$ cat config.mk
export PLATFORM = sky130hd
export DESIGN_NAME = rotor_cipher_stream_flat
export DESIGN_NICKNAME = d
export VERILOG_FILES = /design/src/design/rcs_pkg.sv /design/src/design/rcs_if.sv /design/src/design/rcs_core.sv /design/src/design/rotor_cipher_stream.sv /design/src/flat_wrapper.sv
export SDC_FILE = /design/constraint.sdc
export NUM_CORES = 1
export LEC_CHECK = 0
export ABC_AREA = 1
export BUFFER_PORTS_ARGS = -buffer_cell sky130_fd_sc_hd__clkbuf_2
export CAP_MARGIN = 20
export CORE_MARGIN = 4
export CORE_UTILIZATION = 59
export DETAILED_ROUTE_END_ITERATION = 16
export PLACE_DENSITY_LB_ADDON = 0.3
export SYNTH_ARGS = -nofsm -noshare
export SYNTH_HDL_FRONTEND = slang
export SYNTH_HIERARCHICAL = 1
export SYNTH_SLANG_ARGS = --single-unit
$ cat constraint.sdc
create_clock -name clk_i -period 23.5 [get_ports clk_i]
set_clock_uncertainty 0.2 [all_clocks]
set_input_delay 4.7 -clock clk_i [delete_from_list [all_inputs] [get_ports clk_i]]
set_output_delay 4.7 -clock clk_i [all_outputs]
set_load 0.01 [all_outputs]
$ cat src/design/rcs_pkg.sv
package rcs_pkg;

  localparam int unsigned NumLetters = 26;

  typedef logic [4:0] letter_t;
  typedef logic [7:0] byte_t;

  typedef enum logic [1:0] {
    ROTOR_I   = 2'd0,
    ROTOR_II  = 2'd1,
    ROTOR_III = 2'd2
  } rotor_e;

  typedef enum logic [2:0] {
    REG_START_POS_FIRST    = 3'd0,
    REG_START_POS_SECOND   = 3'd1,
    REG_START_POS_THIRD    = 3'd2,
    REG_FAST_PHASE_START   = 3'd3,
    REG_MIDDLE_PHASE_START = 3'd4
  } reg_idx_e;

  typedef enum logic {
    OP_ENCIPHER = 1'b0,
    OP_RELOAD   = 1'b1
  } op_e;

  localparam byte_t CharSpace = 8'h20;
  localparam byte_t CharBad   = 8'h2F;
  localparam byte_t CharUpA   = 8'h41;
  localparam byte_t CharUpZ   = 8'h5A;
  localparam byte_t CharLoA   = 8'h61;
  localparam byte_t CharLoZ   = 8'h7A;
  localparam byte_t CaseBit   = 8'h20;

  localparam letter_t LastLetter = 5'(NumLetters - 1);

  // Rotor wirings (position -> letter) and their inverses (letter -> position)
  localparam letter_t RotFwdI [NumLetters] = '{
    5'd4, 5'd10, 5'd12, 5'd5, 5'd11, 5'd6, 5'd3, 5'd16, 5'd21, 5'd25, 5'd13, 5'd19, 5'd14,
    5'd22, 5'd24, 5'd7, 5'd23, 5'd20, 5'd18, 5'd15, 5'd0, 5'd8, 5'd1, 5'd17, 5'd2, 5'd9};
  localparam letter_t RotFwdII [NumLetters] = '{
    5'd0, 5'd9, 5'd3, 5'd10, 5'd18, 5'd8, 5'd17, 5'd20, 5'd23, 5'd1, 5'd11, 5'd7, 5'd22,
    5'd19, 5'd12, 5'd2, 5'd16, 5'd6, 5'd25, 5'd13, 5'd15, 5'd24, 5'd5, 5'd21, 5'd14, 5'd4};
  localparam letter_t RotFwdIII [NumLetters] = '{
    5'd1, 5'd3, 5'd5, 5'd7, 5'd9, 5'd11, 5'd2, 5'd15, 5'd17, 5'd19, 5'd23, 5'd21, 5'd25,
    5'd13, 5'd24, 5'd4, 5'd8, 5'd22, 5'd6, 5'd0, 5'd10, 5'd12, 5'd20, 5'd18, 5'd16, 5'd14};
  localparam letter_t RotInvI [NumLetters] = '{
    5'd20, 5'd22, 5'd24, 5'd6, 5'd0, 5'd3, 5'd5, 5'd15, 5'd21, 5'd25, 5'd1, 5'd4, 5'd2,
    5'd10, 5'd12, 5'd19, 5'd7, 5'd23, 5'd18, 5'd11, 5'd17, 5'd8, 5'd13, 5'd16, 5'd14, 5'd9};
  localparam letter_t RotInvII [NumLetters] = '{
    5'd0, 5'd9, 5'd15, 5'd2, 5'd25, 5'd22, 5'd17, 5'd11, 5'd5, 5'd1, 5'd3, 5'd10, 5'd14,
    5'd19, 5'd24, 5'd20, 5'd16, 5'd6, 5'd4, 5'd13, 5'd7, 5'd23, 5'd12, 5'd8, 5'd21, 5'd18};
  localparam letter_t RotInvIII [NumLetters] = '{
    5'd19, 5'd0, 5'd6, 5'd1, 5'd15, 5'd2, 5'd18, 5'd3, 5'd16, 5'd4, 5'd20, 5'd5, 5'd21,
    5'd13, 5'd25, 5'd7, 5'd24, 5'd8, 5'd23, 5'd9, 5'd22, 5'd11, 5'd17, 5'd10, 5'd14, 5'd12};
  localparam letter_t ReflB [NumLetters] = '{
    5'd24, 5'd17, 5'd20, 5'd7, 5'd16, 5'd18, 5'd11, 5'd3, 5'd15, 5'd23, 5'd13, 5'd6, 5'd14,
    5'd10, 5'd12, 5'd8, 5'd4, 5'd1, 5'd5, 5'd25, 5'd2, 5'd22, 5'd21, 5'd9, 5'd0, 5'd19};
  // Plugboard is an involution
  localparam letter_t Plug [NumLetters] = '{
    5'd14, 5'd6, 5'd21, 5'd3, 5'd25, 5'd16, 5'd1, 5'd15, 5'd11, 5'd23, 5'd10, 5'd8, 5'd13,
    5'd12, 5'd0, 5'd7, 5'd5, 5'd17, 5'd19, 5'd18, 5'd20, 5'd2, 5'd22, 5'd9, 5'd24, 5'd4};

  typedef struct packed {
    letter_t first;
    letter_t second;
    letter_t third;
  } rcs_offsets_t;

  function automatic letter_t mod26(input letter_t v);
    return (v > LastLetter) ? 5'(v - 5'(NumLetters)) : v;
  endfunction

  function automatic letter_t add26(input letter_t a, input letter_t b);
    logic [5:0] s;
    s = {1'b0, a} + {1'b0, b};
    return (s >= 6'(NumLetters)) ? s[4:0] - 5'(NumLetters) : s[4:0];
  endfunction

  function automatic letter_t sub26(input letter_t a, input letter_t b);
    logic [5:0] s;
    s = {1'b0, a} + 6'(NumLetters) - {1'b0, b};
    return (s >= 6'(NumLetters)) ? s[4:0] - 5'(NumLetters) : s[4:0];
  endfunction

  function automatic letter_t tbl_rd(input letter_t tbl [NumLetters], input letter_t i);
    return (i > LastLetter) ? '0 : tbl[i];
  endfunction

  function automatic letter_t rot_fwd(input rotor_e k, input letter_t i);
    letter_t r;
    unique case (k)
      ROTOR_I:   r = tbl_rd(RotFwdI, i);
      ROTOR_II:  r = tbl_rd(RotFwdII, i);
      ROTOR_III: r = tbl_rd(RotFwdIII, i);
      default:   r = '0;
    endcase
    return r;
  endfunction

  function automatic letter_t rot_inv(input rotor_e k, input letter_t x);
    letter_t r;
    unique case (k)
      ROTOR_I:   r = tbl_rd(RotInvI, x);
      ROTOR_II:  r = tbl_rd(RotInvII, x);
      ROTOR_III: r = tbl_rd(RotInvIII, x);
      default:   r = '0;
    endcase
    return r;
  endfunction

  // Position of x in wiring a (rotated by oa) picks the letter there in wiring b (rotated by ob)
  function automatic letter_t hop(input rotor_e a, input letter_t oa,
                                  input rotor_e b, input letter_t ob, input letter_t x);
    letter_t p;
    p = add26(rot_inv(a, x), oa);
    return rot_fwd(b, sub26(p, ob));
  endfunction

endpackage

$ cat src/design/rcs_if.sv
interface rcs_in_if;
  import rcs_pkg::*;
  logic  valid;
  logic  ready;
  logic  op;
  byte_t char_in;

  modport source (output valid, output op, output char_in, input ready);
  modport sink   (input valid, input op, input char_in, output ready);
endinterface

interface rcs_out_if;
  import rcs_pkg::*;
  logic  valid;
  logic  ready;
  byte_t char_out;

  modport source (output valid, output char_out, input ready);
  modport sink   (input valid, input char_out, output ready);
endinterface

$ cat src/design/rcs_core.sv
module rcs_core
  import rcs_pkg::*;
(
  input  byte_t        char_i,
  input  rcs_offsets_t offs_i,
  output byte_t        char_o
);

  byte_t   lower;
  logic    is_letter;
  letter_t x_plug, x_h1, x_h2, x_refl, x_h3, x_h4, x_out;

  always_comb begin
    lower = char_i;
    if (char_i >= CharUpA && char_i <= CharUpZ) begin
      lower = char_i | CaseBit;
    end
    is_letter = (lower >= CharLoA) && (lower <= CharLoZ);
  end

  always_comb begin
    x_plug = tbl_rd(Plug, 5'(lower - CharLoA));
    x_h1   = hop(ROTOR_I, offs_i.first, ROTOR_II, offs_i.second, x_plug);
    x_h2   = hop(ROTOR_II, offs_i.second, ROTOR_III, offs_i.third, x_h1);
    x_refl = tbl_rd(ReflB, x_h2);
    x_h3   = hop(ROTOR_III, offs_i.third, ROTOR_II, offs_i.second, x_refl);
    x_h4   = hop(ROTOR_II, offs_i.second, ROTOR_I, offs_i.first, x_h3);
    x_out  = tbl_rd(Plug, x_h4);
  end

  always_comb begin
    priority if (char_i == CharSpace) begin
      char_o = CharSpace;
    end else if (is_letter) begin
      char_o = CharLoA + {3'b000, x_out};
    end else begin
      char_o = CharBad;
    end
  end

endmodule

$ cat src/design/rotor_cipher_stream.sv
// Channel  Dir  Payload                       Handshake
// in_i     in   op (1), char_in (8)           valid/ready
// out_o    out  char_out (8)                  valid/ready
// cfg      in   cfg_idx_i (3), cfg_data_i (5) cfg_we_i, no stall
//
// One request per cycle sustained while out_o is not stalled; a taken request is held in
// stage one, then in the output register, which drives out_o.valid.
// Stage one registers the request; the rotor chain runs combinationally into the
// output register, and rotor state updates when a request leaves stage one.
// A stalled output holds both stages; stage one refills as the output drains.
// Reset: offsets 0, both phases 1, registers at the same values, pipeline empty.
module rotor_cipher_stream
  import rcs_pkg::*;
(
  input  logic        clk_i,
  input  logic        rst_ni,
  input  logic        cfg_we_i,
  input  logic [2:0]  cfg_idx_i,
  input  letter_t     cfg_data_i,
  rcs_in_if.sink      in_i,
  rcs_out_if.source   out_o
);

  letter_t cfg_pos1_q, cfg_pos2_q, cfg_pos3_q, cfg_fast_q, cfg_mid_q;

  logic  s1_valid_q;
  logic  s1_op_q;
  byte_t s1_char_q;

  logic  out_valid_q;
  byte_t out_char_q;

  rcs_offsets_t offs_q, offs_d;
  letter_t      fast_q, fast_d, mid_q, mid_d;

  logic  advance;
  logic  steps;
  byte_t core_char;

  always_ff @(posedge clk_i or negedge rst_ni) begin
    if (!rst_ni) begin
      cfg_pos1_q <= '0;
      cfg_pos2_q <= '0;
      cfg_pos3_q <= '0;
      cfg_fast_q <= 5'd1;
      cfg_mid_q  <= 5'd1;
    end else if (cfg_we_i) begin
      unique case (cfg_idx_i)
        REG_START_POS_FIRST:    cfg_pos1_q <= cfg_data_i;
        REG_START_POS_SECOND:   cfg_pos2_q <= cfg_data_i;
        REG_START_POS_THIRD:    cfg_pos3_q <= cfg_data_i;
        REG_FAST_PHASE_START:   cfg_fast_q <= cfg_data_i;
        REG_MIDDLE_PHASE_START: cfg_mid_q  <= cfg_data_i;
        default: ;
      endcase
    end
  end

  assign advance     = s1_valid_q && (!out_valid_q || out_o.ready);
  assign in_i.ready  = !s1_valid_q || advance;
  assign out_o.valid = out_valid_q;
  assign out_o.char_out = out_char_q;

  always_ff @(posedge clk_i or negedge rst_ni) begin
    if (!rst_ni) begin
      s1_valid_q <= 1'b0;
    end else if (in_i.ready) begin
      s1_valid_q <= in_i.valid;
    end
  end

  always_ff @(posedge clk_i) begin
    if (in_i.valid && in_i.ready) begin
      s1_op_q   <= in_i.op;
      s1_char_q <= in_i.char_in;
    end
  end

  rcs_core u_core (
    .char_i (s1_char_q),
    .offs_i (offs_q),
    .char_o (core_char)
  );

  assign steps = (s1_op_q == OP_ENCIPHER) && (s1_char_q != CharSpace);

  always_comb begin
    offs_d = offs_q;
    fast_d = fast_q;
    mid_d  = mid_q;
    if (s1_op_q == OP_RELOAD) begin
      offs_d.first  = mod26(cfg_pos1_q);
      offs_d.second = mod26(cfg_pos2_q);
      offs_d.third  = mod26(cfg_pos3_q);
      fast_d        = mod26(cfg_fast_q);
      mid_d         = mod26(cfg_mid_q);
    end else if (steps) begin
      offs_d.first = add26(offs_q.first, 5'd1);
      if (fast_q == '0) begin
        offs_d.second = add26(offs_q.second, 5'd1);
      end
      if (fast_q == '0 && mid_q == '0) begin
        offs_d.third = add26(offs_q.third, 5'd1);
      end
      fast_d = add26(fast_q, 5'd1);
      // middle phase moves when the fast phase wraps
      if (fast_d == '0) begin
        mid_d = add26(mid_q, 5'd1);
      end
    end
  end

  always_ff @(posedge clk_i or negedge rst_ni) begin
    if (!rst_ni) begin
      offs_q <= '0;
      fast_q <= 5'd1;
      mid_q  <= 5'd1;
    end else if (advance) begin
      offs_q <= offs_d;
      fast_q <= fast_d;
      mid_q  <= mid_d;
    end
  end

  always_ff @(posedge clk_i or negedge rst_ni) begin
    if (!rst_ni) begin
      out_valid_q <= 1'b0;
    end else if (advance) begin
      out_valid_q <= 1'b1;
    end else if (out_o.ready) begin
      out_valid_q <= 1'b0;
    end
  end

  always_ff @(posedge clk_i) begin
    if (advance) begin
      out_char_q <= (s1_op_q == OP_RELOAD) ? 8'h00 : core_char;
    end
  end

  a_state_range: assert property (@(posedge clk_i) disable iff (!rst_ni)
    offs_q.first <= LastLetter && offs_q.second <= LastLetter &&
    offs_q.third <= LastLetter && fast_q <= LastLetter && mid_q <= LastLetter)
    else $error("rotor state out of range");

  a_first_steps: assert property (@(posedge clk_i) disable iff (!rst_ni)
    advance && steps |=> offs_q.first == add26($past(offs_q.first), 5'd1))
    else $error("first rotor did not step");

  a_space_holds: assert property (@(posedge clk_i) disable iff (!rst_ni)
    advance && s1_op_q == OP_ENCIPHER && s1_char_q == CharSpace
    |=> $stable(offs_q) && $stable(fast_q) && $stable(mid_q))
    else $error("space changed rotor state");

  a_reload_zero: assert property (@(posedge clk_i) disable iff (!rst_ni)
    advance && s1_op_q == OP_RELOAD |=> out_valid_q && out_char_q == 8'h00)
    else $error("reload result not zero");

  a_stage_hold: assert property (@(posedge clk_i) disable iff (!rst_ni)
    s1_valid_q && !advance |=> s1_valid_q && $stable(s1_char_q) && $stable(offs_q))
    else $error("stage one lost a request");

endmodule
$ cat src/flat_wrapper.sv
// flat-port wrapper written by rule: the top's interface ports become plain ports
module rotor_cipher_stream_flat import rcs_pkg::*;
  (clk_i, rst_ni, cfg_we_i, cfg_idx_i, cfg_data_i, in_i_valid, in_i_op, in_i_char_in, in_i_ready, out_o_valid, out_o_char_out, out_o_ready);
  rcs_in_if in_i_i ();
  rcs_out_if out_o_i ();
  input  logic clk_i;
  input  logic rst_ni;
  input  logic cfg_we_i;
  input  logic [2:0] cfg_idx_i;
  input  letter_t cfg_data_i;
  input wire logic [$bits(in_i_i.valid)-1:0] in_i_valid;
  input wire logic [$bits(in_i_i.op)-1:0] in_i_op;
  input wire logic [$bits(in_i_i.char_in)-1:0] in_i_char_in;
  output wire logic [$bits(in_i_i.ready)-1:0] in_i_ready;
  output wire logic [$bits(out_o_i.valid)-1:0] out_o_valid;
  output wire logic [$bits(out_o_i.char_out)-1:0] out_o_char_out;
  input wire logic [$bits(out_o_i.ready)-1:0] out_o_ready;
  assign in_i_i.valid = in_i_valid;
  assign in_i_i.op = in_i_op;
  assign in_i_i.char_in = in_i_char_in;
  assign in_i_ready = in_i_i.ready;
  assign out_o_valid = out_o_i.valid;
  assign out_o_char_out = out_o_i.char_out;
  assign out_o_i.ready = out_o_ready;
  rotor_cipher_stream u_core (.clk_i(clk_i), .rst_ni(rst_ni), .cfg_we_i(cfg_we_i), .cfg_idx_i(cfg_idx_i), .cfg_data_i(cfg_data_i), .in_i(in_i_i), .out_o(out_o_i));
endmodule
# Word-level counts from Yosys, hierarchy flattened

Memory sizes are Yosys's and may differ from the RTL's.
Index checks and enable logic that the tools add are counted.

Memory bits (read-only): 1760
Register bits: 69
Memories: 11
Input port bits: 22

Muxes and demuxes: 65
$lt $le $gt $ge: 44
$add $sub $neg: 37
Reductions and logical operators: 30
Equal/unequal tests: 6
Bitwise gates (word level): 13

Memories:

| memory          | words | width | rd ports | clocked after memory_dff | wr ports | RTL line      | source |
|---|---|---|---|---|---|---|---|
| (no name shown) | 32    | 5     | 1        | 0                        | 0        | rcs_pkg.sv:87 | `return (i > LastLetter) ? '0 : tbl[i];` |
| (no name shown) | 32    | 5     | 1        | 0                        | 0        | rcs_pkg.sv:87 |  |
| (no name shown) | 32    | 5     | 1        | 0                        | 0        | rcs_pkg.sv:87 |  |
| (no name shown) | 32    | 5     | 1        | 0                        | 0        | rcs_pkg.sv:87 |  |
| (no name shown) | 32    | 5     | 1        | 0                        | 0        | rcs_pkg.sv:87 |  |
| (no name shown) | 32    | 5     | 1        | 0                        | 0        | rcs_pkg.sv:87 |  |
| +5 memories     | n/a   | n/a   | n/a      | n/a                      | n/a      | n/a           |  |

Operators by type and width:

| cell                | count |
|---|---|
| $mux 5              | 58 |
| $sub 5x5->5 const B | 18 |
| $gt 5x5->1 const B  | 16 |
| $ge 6x5->1 const B  | 13 |
| $ge 6x6->1 const B  | 11 |
| $not 5->6           | 11 |
| $add 5x1->6 const B | 5 |
| $mux 15             | 2 |
| $add 5x5->6         | 4 |
| $add 5x5->6 const B | 4 |
| $sub 6x5->6         | 4 |
| $mux 6              | 3 |
| $ge 8x7->1 const B  | 2 |
| $le 8x7->1 const B  | 2 |
| $logic_not 5->1     | 3 |
| $reduce_and 2->1    | 6 |
| $reduce_bool 2->1   | 5 |
| $reduce_and 3->1    | 3 |
| $add 7x5->8 const A | 1 |
| $eq 8x6->1 const B  | 1 |
| $ne 8x6->1 const B  | 1 |
| $eq 3x2->1 const B  | 2 |
| $logic_and 1x1->1   | 6 |
| $sub 5x1->5 const B | 1 |
| other kinds (9)     | 13 |

# Longest topological paths before layout

Word-level depth: 90
Gate-level depth with buffers: 189
Mapped depth without buffers: 187

# Modules after synthesis

Netlist, hierarchy kept.

By module, submodules not included:

| module              | area an instance (µm²) | cells each | sequential area each (µm²) | times used |
|---|---|---|---|---|
| rcs_core            | 6591.3                 | 1127       | 0.0                        | 1 |
| rotor_cipher_stream | 4177.8                 | 536        | 1816.7                     | 1 |

# Least setup slack after synthesis

No wires, ideal clock.

Kind: register to register
Start: reg u_core.s1_char_q[0]
End: reg u_core.out_char_q[2] (netlist: u_core/out_o.char_out[2]) (data pin)
Library setup time: 0.266 ns
Stages on the path, launching flop included: 152
Setup slack: 0.767 ns
Data required time: 23.034 ns
Arrival time: 22.267 ns
Cells stage by stage: edfxtp_1 inv_1 ha_1 nor2_1 nor2_1 nor2_1 a21oi_1 o211ai_1 o21ai_1 inv_1 ha_1 or2_2 a311oi_1 nor3_1 ha_1 fa_1 a21oi_1 nor2_1 [... 116 more ...] nand2_2 inv_2 ha_1 nand3_1 nand3_1 nand2_1 nand3_2 ha_1 nand2_1 nand3_1 nand3_1 nand2_1 ha_1 xnor2_1 o21ai_1 inv_1 inv_1 nor2_1

Cells in the longest elaborated chain, start to end: 87

Ends and longest elaborated chain:

| item                                       | RTL line                   | source |
|---|---|---|
| start, declared                            | rotor_cipher_stream.sv:28  | `byte_t s1_char_q;` |
| start signal, assigned                     | rotor_cipher_stream.sv:75  | `s1_char_q <= in_i.char_in;` |
| $mux 6                                     | rcs_core.sv:15             | `if (char_i >= CharUpA && char_i <= CharUpZ) begin` |
| $sub 5x1->5                                | rcs_core.sv:22             | `x_plug = tbl_rd(Plug, 5'(lower - CharLoA));` |
| $not 5->6 (implied by the code)            | rcs_pkg.sv:87              |  |
| $mem_v2 32x5                               | n/a                        |  |
| $mux 5 (implied by the code) (2 in series) | rcs_pkg.sv:87              |  |
| $mux 5                                     | rcs_pkg.sv:87              |  |
| $not 5->6 (implied by the code)            | rcs_pkg.sv:87              |  |
| $mem_v2 32x5                               | n/a                        |  |
| [... 68 more ...]                          | n/a                        |  |
| $mux 5 (implied by the code) (2 in series) | rcs_pkg.sv:87              |  |
| $mux 5                                     | rcs_pkg.sv:87              |  |
| $not 5->6 (implied by the code)            | rcs_pkg.sv:87              |  |
| $mem_v2 32x5                               | n/a                        |  |
| $mux 5 (implied by the code) (2 in series) | rcs_pkg.sv:87              |  |
| $mux 5                                     | rcs_pkg.sv:87              |  |
| $add 7x5->8                                | rcs_core.sv:35             | `char_o = CharLoA + {3'b000, x_out};` |
| $mux 6                                     | rcs_core.sv:34             | `end else if (is_letter) begin` |
| end signal, assigned                       | rotor_cipher_stream.sv:137 | `out_char_q <= (s1_op_q == OP_RELOAD) ? 8'h00 : core_char;` |
| end, declared                              | rotor_cipher_stream.sv:31  | `byte_t out_char_q;` |

Several ways; a longest one is shown, not always the timed one. The select of a mux whose other input is x is not followed.
A chain may end at the register's enable or synchronous reset.

# Final worst setup path

Start: reg u_core.s1_char_q[1]
End: reg u_core.out_char_q[2] (netlist: u_core/out_o.char_out[2]) (data pin)

Same word-level chain as after synthesis.

==> results.md <==
* Worst setup path category: register to register
* Drt wl/cell at 14.5 um
* Post-DR vias/cell at 5.74
* RePlAce Congestion at around 0.94
* IO Port Bufs at 31
* Fillers at 1183
* F_max at 0.0427 GHz
* Final Hold Fails at 0
* Dpl hpwl at 18300 um
* Final period utilization at 99.6%
* CTS Sinks at a little under 70
* Antenna Violating Nets Remaining at 0
* # placed instances at 1931
* Most frequent CP cell: nand2_2
* Post-CTS Hold Fix Bufs at 0
* RSZ-0062 raised after global routing: true
* Final setup fails at 0
* Chip width at 143 um
* Vias at 11800
* Worst min-delay path category: register to register
* First-pass DRT Iterations at 6
* Root buf cell: clkbuf_16
* Largest net degree at the start of global routing at 53
* TritonCTS Buffers at 9
* WL final at 29900 um
* Grt ovf at 0
* Iteration-0 DRC Markers at 884
* EDFF count, synth at 17
* H-tree Lvls at 3
* Core region area at 18000 um^2
* Post-synth ARST share at 75.4%
* Ant. Diodes at 0
* CTS tree: done
* Die H at 143 um
* Status: completed
* Die footprint at 20500 um^2
* Startpoint Class: register
* Cell Area, Synth at 10800 um^2
* Max FO, Critical Path at 7
* FF+latch count, synth at 69
* Synth warn at 6
* Final Max Slew Viols at 0
* Area grow syn2layout at 28.2%
* Worst-path clk slew at 60 ps
* Nets at 1998
* Max Cap Violations at 0
* CP endpoint kind: register
* Cell count after synthesis at 1663
* Hold Crit Start: u_core/cfg_pos1_q[4]$_DFFE_PN0P_
* Post-route insts no fill at roughly 2000
* Main flop type after synthesis: dfrtp_1
* Gr usage total at 23.3%
* Slew @ Worst Pin at 646 ps
* Worst-Skew Late Latency at 350 ps
* Final worst path period need at roughly 23000 ps
* Reg2reg start: u_core/s1_char_q[1]$_DFFE_PP_
* First-pass GRT wire length at 41400 um
* Crit path arrival time at around 23000 ps
* Syn_nets at 1841
* Antenna violations before repair at 0
* Drt drc at 0
* Starting Density at between 50% and 60%
* Synth cell types at a little over 60
* Crit path required time at 23380 ps
* Max stage delay on crit path at 600 ps
* Number of global-route vias before repair at roughly 9700
* # IOs at 32
* Row Count at 49
* Max-slew headroom at 56.9%
* CTS Buffer Depth at 2
* Crit path launch: u_core/s1_char_q[1]$_DFFE_PP_
* Share of layout cells above drive strength 1 at 29.9%
* Critical path's slowest cell: fa_2
* Avg Cell Area, Syn at between 6 and 7 um^2
* Sequential element share of the synthesized area at 16.9%
* Total negative slack at 0 ps
routing by layer:
| layer | GRT usage [%] | wire length [um] | vias to the layer above |
|---|---|---|---|
| li1 | - | - | 5740 |
| met1 | 30.7 | 12300 | 5483 |
| met2 | 41.6 | 15300 | 455 |
| met3 | 2.24 | 1370 | 116 |
| met4 | 4.80 | 960 | 0 |
| met5 | 0 | 0 | - |
sequential cells by signal, summed over array words and instances, names as in the netlist:
| signal | count |
|---|---|
| u_core/fast_q | 5 |
| u_core/out_o.valid | 1 |
| u_core/cfg_fast_q | 5 |
| u_core/cfg_mid_q | 5 |
| u_core/offs_q | 15 |
| u_core/cfg_pos3_q | 5 |
| u_core/cfg_pos1_q | 5 |
| u_core/cfg_pos2_q | 5 |
| u_core/out_o.char_out | 8 |
| u_core/s1_op_q | 1 |
| u_core/mid_q | 5 |
| u_core/s1_valid_q | 1 |
| u_core/s1_char_q | 8 |
repair_timing:
item / 4_1_cts / 5_1_grt
setup endpoints to repair: 8 / 8
buffers inserted: 9 / 97
cloned: 0 / 1
pin swaps: 6 / 156
gates resized for setup: 17 / 340
final cells by class:
class / count / area [um^2] / area share [%]
Tap cell: 229 / 287 / 2.08
Multi-Input combinational cell: 1314 / 9190 / 66.5
Timing Repair Buffer: 161 / 1200 / 8.67
Inverter: 264 / 1020 / 7.40
Sequential cell: 69 / 1820 / 13.2
Timing Repair inverter: 1 / 7.51 / 0.0544
Clock buffer: 9 / 225 / 1.63
Clock inverter: 7 / 67.6 / 0.489
cell usage after synthesis (3+ instances only):
cell      number  area (um^2)
a21oi_1       78          390
a21oi_4        3         48.8
a31oi_1       10         62.6
buf_2          7         35.0
buf_6          3         33.8
clkbuf_1       4         15.0
dfrtp_1       48         1200
dfstp_2        4          105
edfxtp_1      17          510
fa_1           8          160
ha_1         148         1850
inv_1        239          897
inv_2         23         86.3
nand2_1      427         1600
nand2_2       34          213
nand2_4        7         78.8
nand3_1      157          786
nand3_2       15          150
nand3b_1       9         67.6
nand4_1       22          138
nor2_1       131          492
nor2_2         8         50.1
nor2_4         5         56.3
nor3_1         5         25.0
o211ai_1      20          150
o21a_1         3         22.5
o21ai_0      106          531
o21ai_1       15         75.1
o21ai_2        7         61.3
o22ai_1        5         31.3
or2_1          6         37.5
or2_2          7         43.8
xnor2_1       12          105
xor2_1        34          298
final timing paths:
| check | to | slack (ps) | cells after the start |
|---|---|---|---|
| worst max-delay path | u_core/out_o.char_out[2]$_SDFFCE_PP0P_ | 100 | 162 |
| worst min register to register | u_core/cfg_pos1_q[4]$_DFFE_PN0P_ | 300 | 2 |
| worst max register to register | u_core/out_o.char_out[2]$_SDFFCE_PP0P_ | 100 | 162 |
| worst min-delay path | u_core/cfg_pos1_q[4]$_DFFE_PN0P_ | 300 | 2 |
| min in group asynchronous | u_core/out_o.valid$_DFFE_PN0P_ | 4260 | 2 |
| max in group asynchronous | u_core/cfg_pos1_q[2]$_DFFE_PN0P_ | 18400 | 2 |
through the flow:
stage / area, um^2 / hold WS (ps) / setup WS [ps] / util (%)
6_report: 13800 / 296 / 99.4 / 76.9
4_1_cts: 11700 / 297 / 1.55 / 65.4
3_5_place_dp: 11300 / 282 / -544 / 62.9
5_1_grt: 13800 / 327 / -1400 / 76.9
2_1_floorplan: 10800 / 253 / 767 / -
3_3_place_gp: 11300 / 272 / 137 / 62.9
kinds of logic (layout without fill, tap and decap cells):
family                   count (synthesis)  after routing  synth area share, %
AO/OA/AOI/OAI                          266            266                 14.2
XOR/XNOR                                48             48                 4.15
adder cells (fa/ha/maj)                156            156                 18.7
buffers and inverters                  280            442                 10.1
flip-flops                              69             69                 16.9
multiplexers                             1              1               0.0930
AND/OR/NAND/NOR                        843            843                 35.9
layout by cell type (no fill, tap or decap), types with 25 or more instances in the layout:
cell	instances
nand2_1	374
inv_1	205
nand3_1	128
buf_4	117
nor2_1	110
ha_1	109
o21ai_0	91
nand2_2	69
a21oi_1	54
inv_2	48
dfrtp_1	48
clkbuf_2	31
nand3_2	31
ha_4	27
xor2_1	25
nand2_4	25
worst max-delay path: cells and delay by family (launching register included):
family	cells	cell delay (ps)
compound gates	19	2740
xor+xnor	10	1760
fa+ha+maj	25	7010
buf+inv	30	2420
flops	1	420
simple gates	78	8530
Power is not shown: default switching activity piles up to over one toggle a cycle in this logic, so the estimate is an artifact.
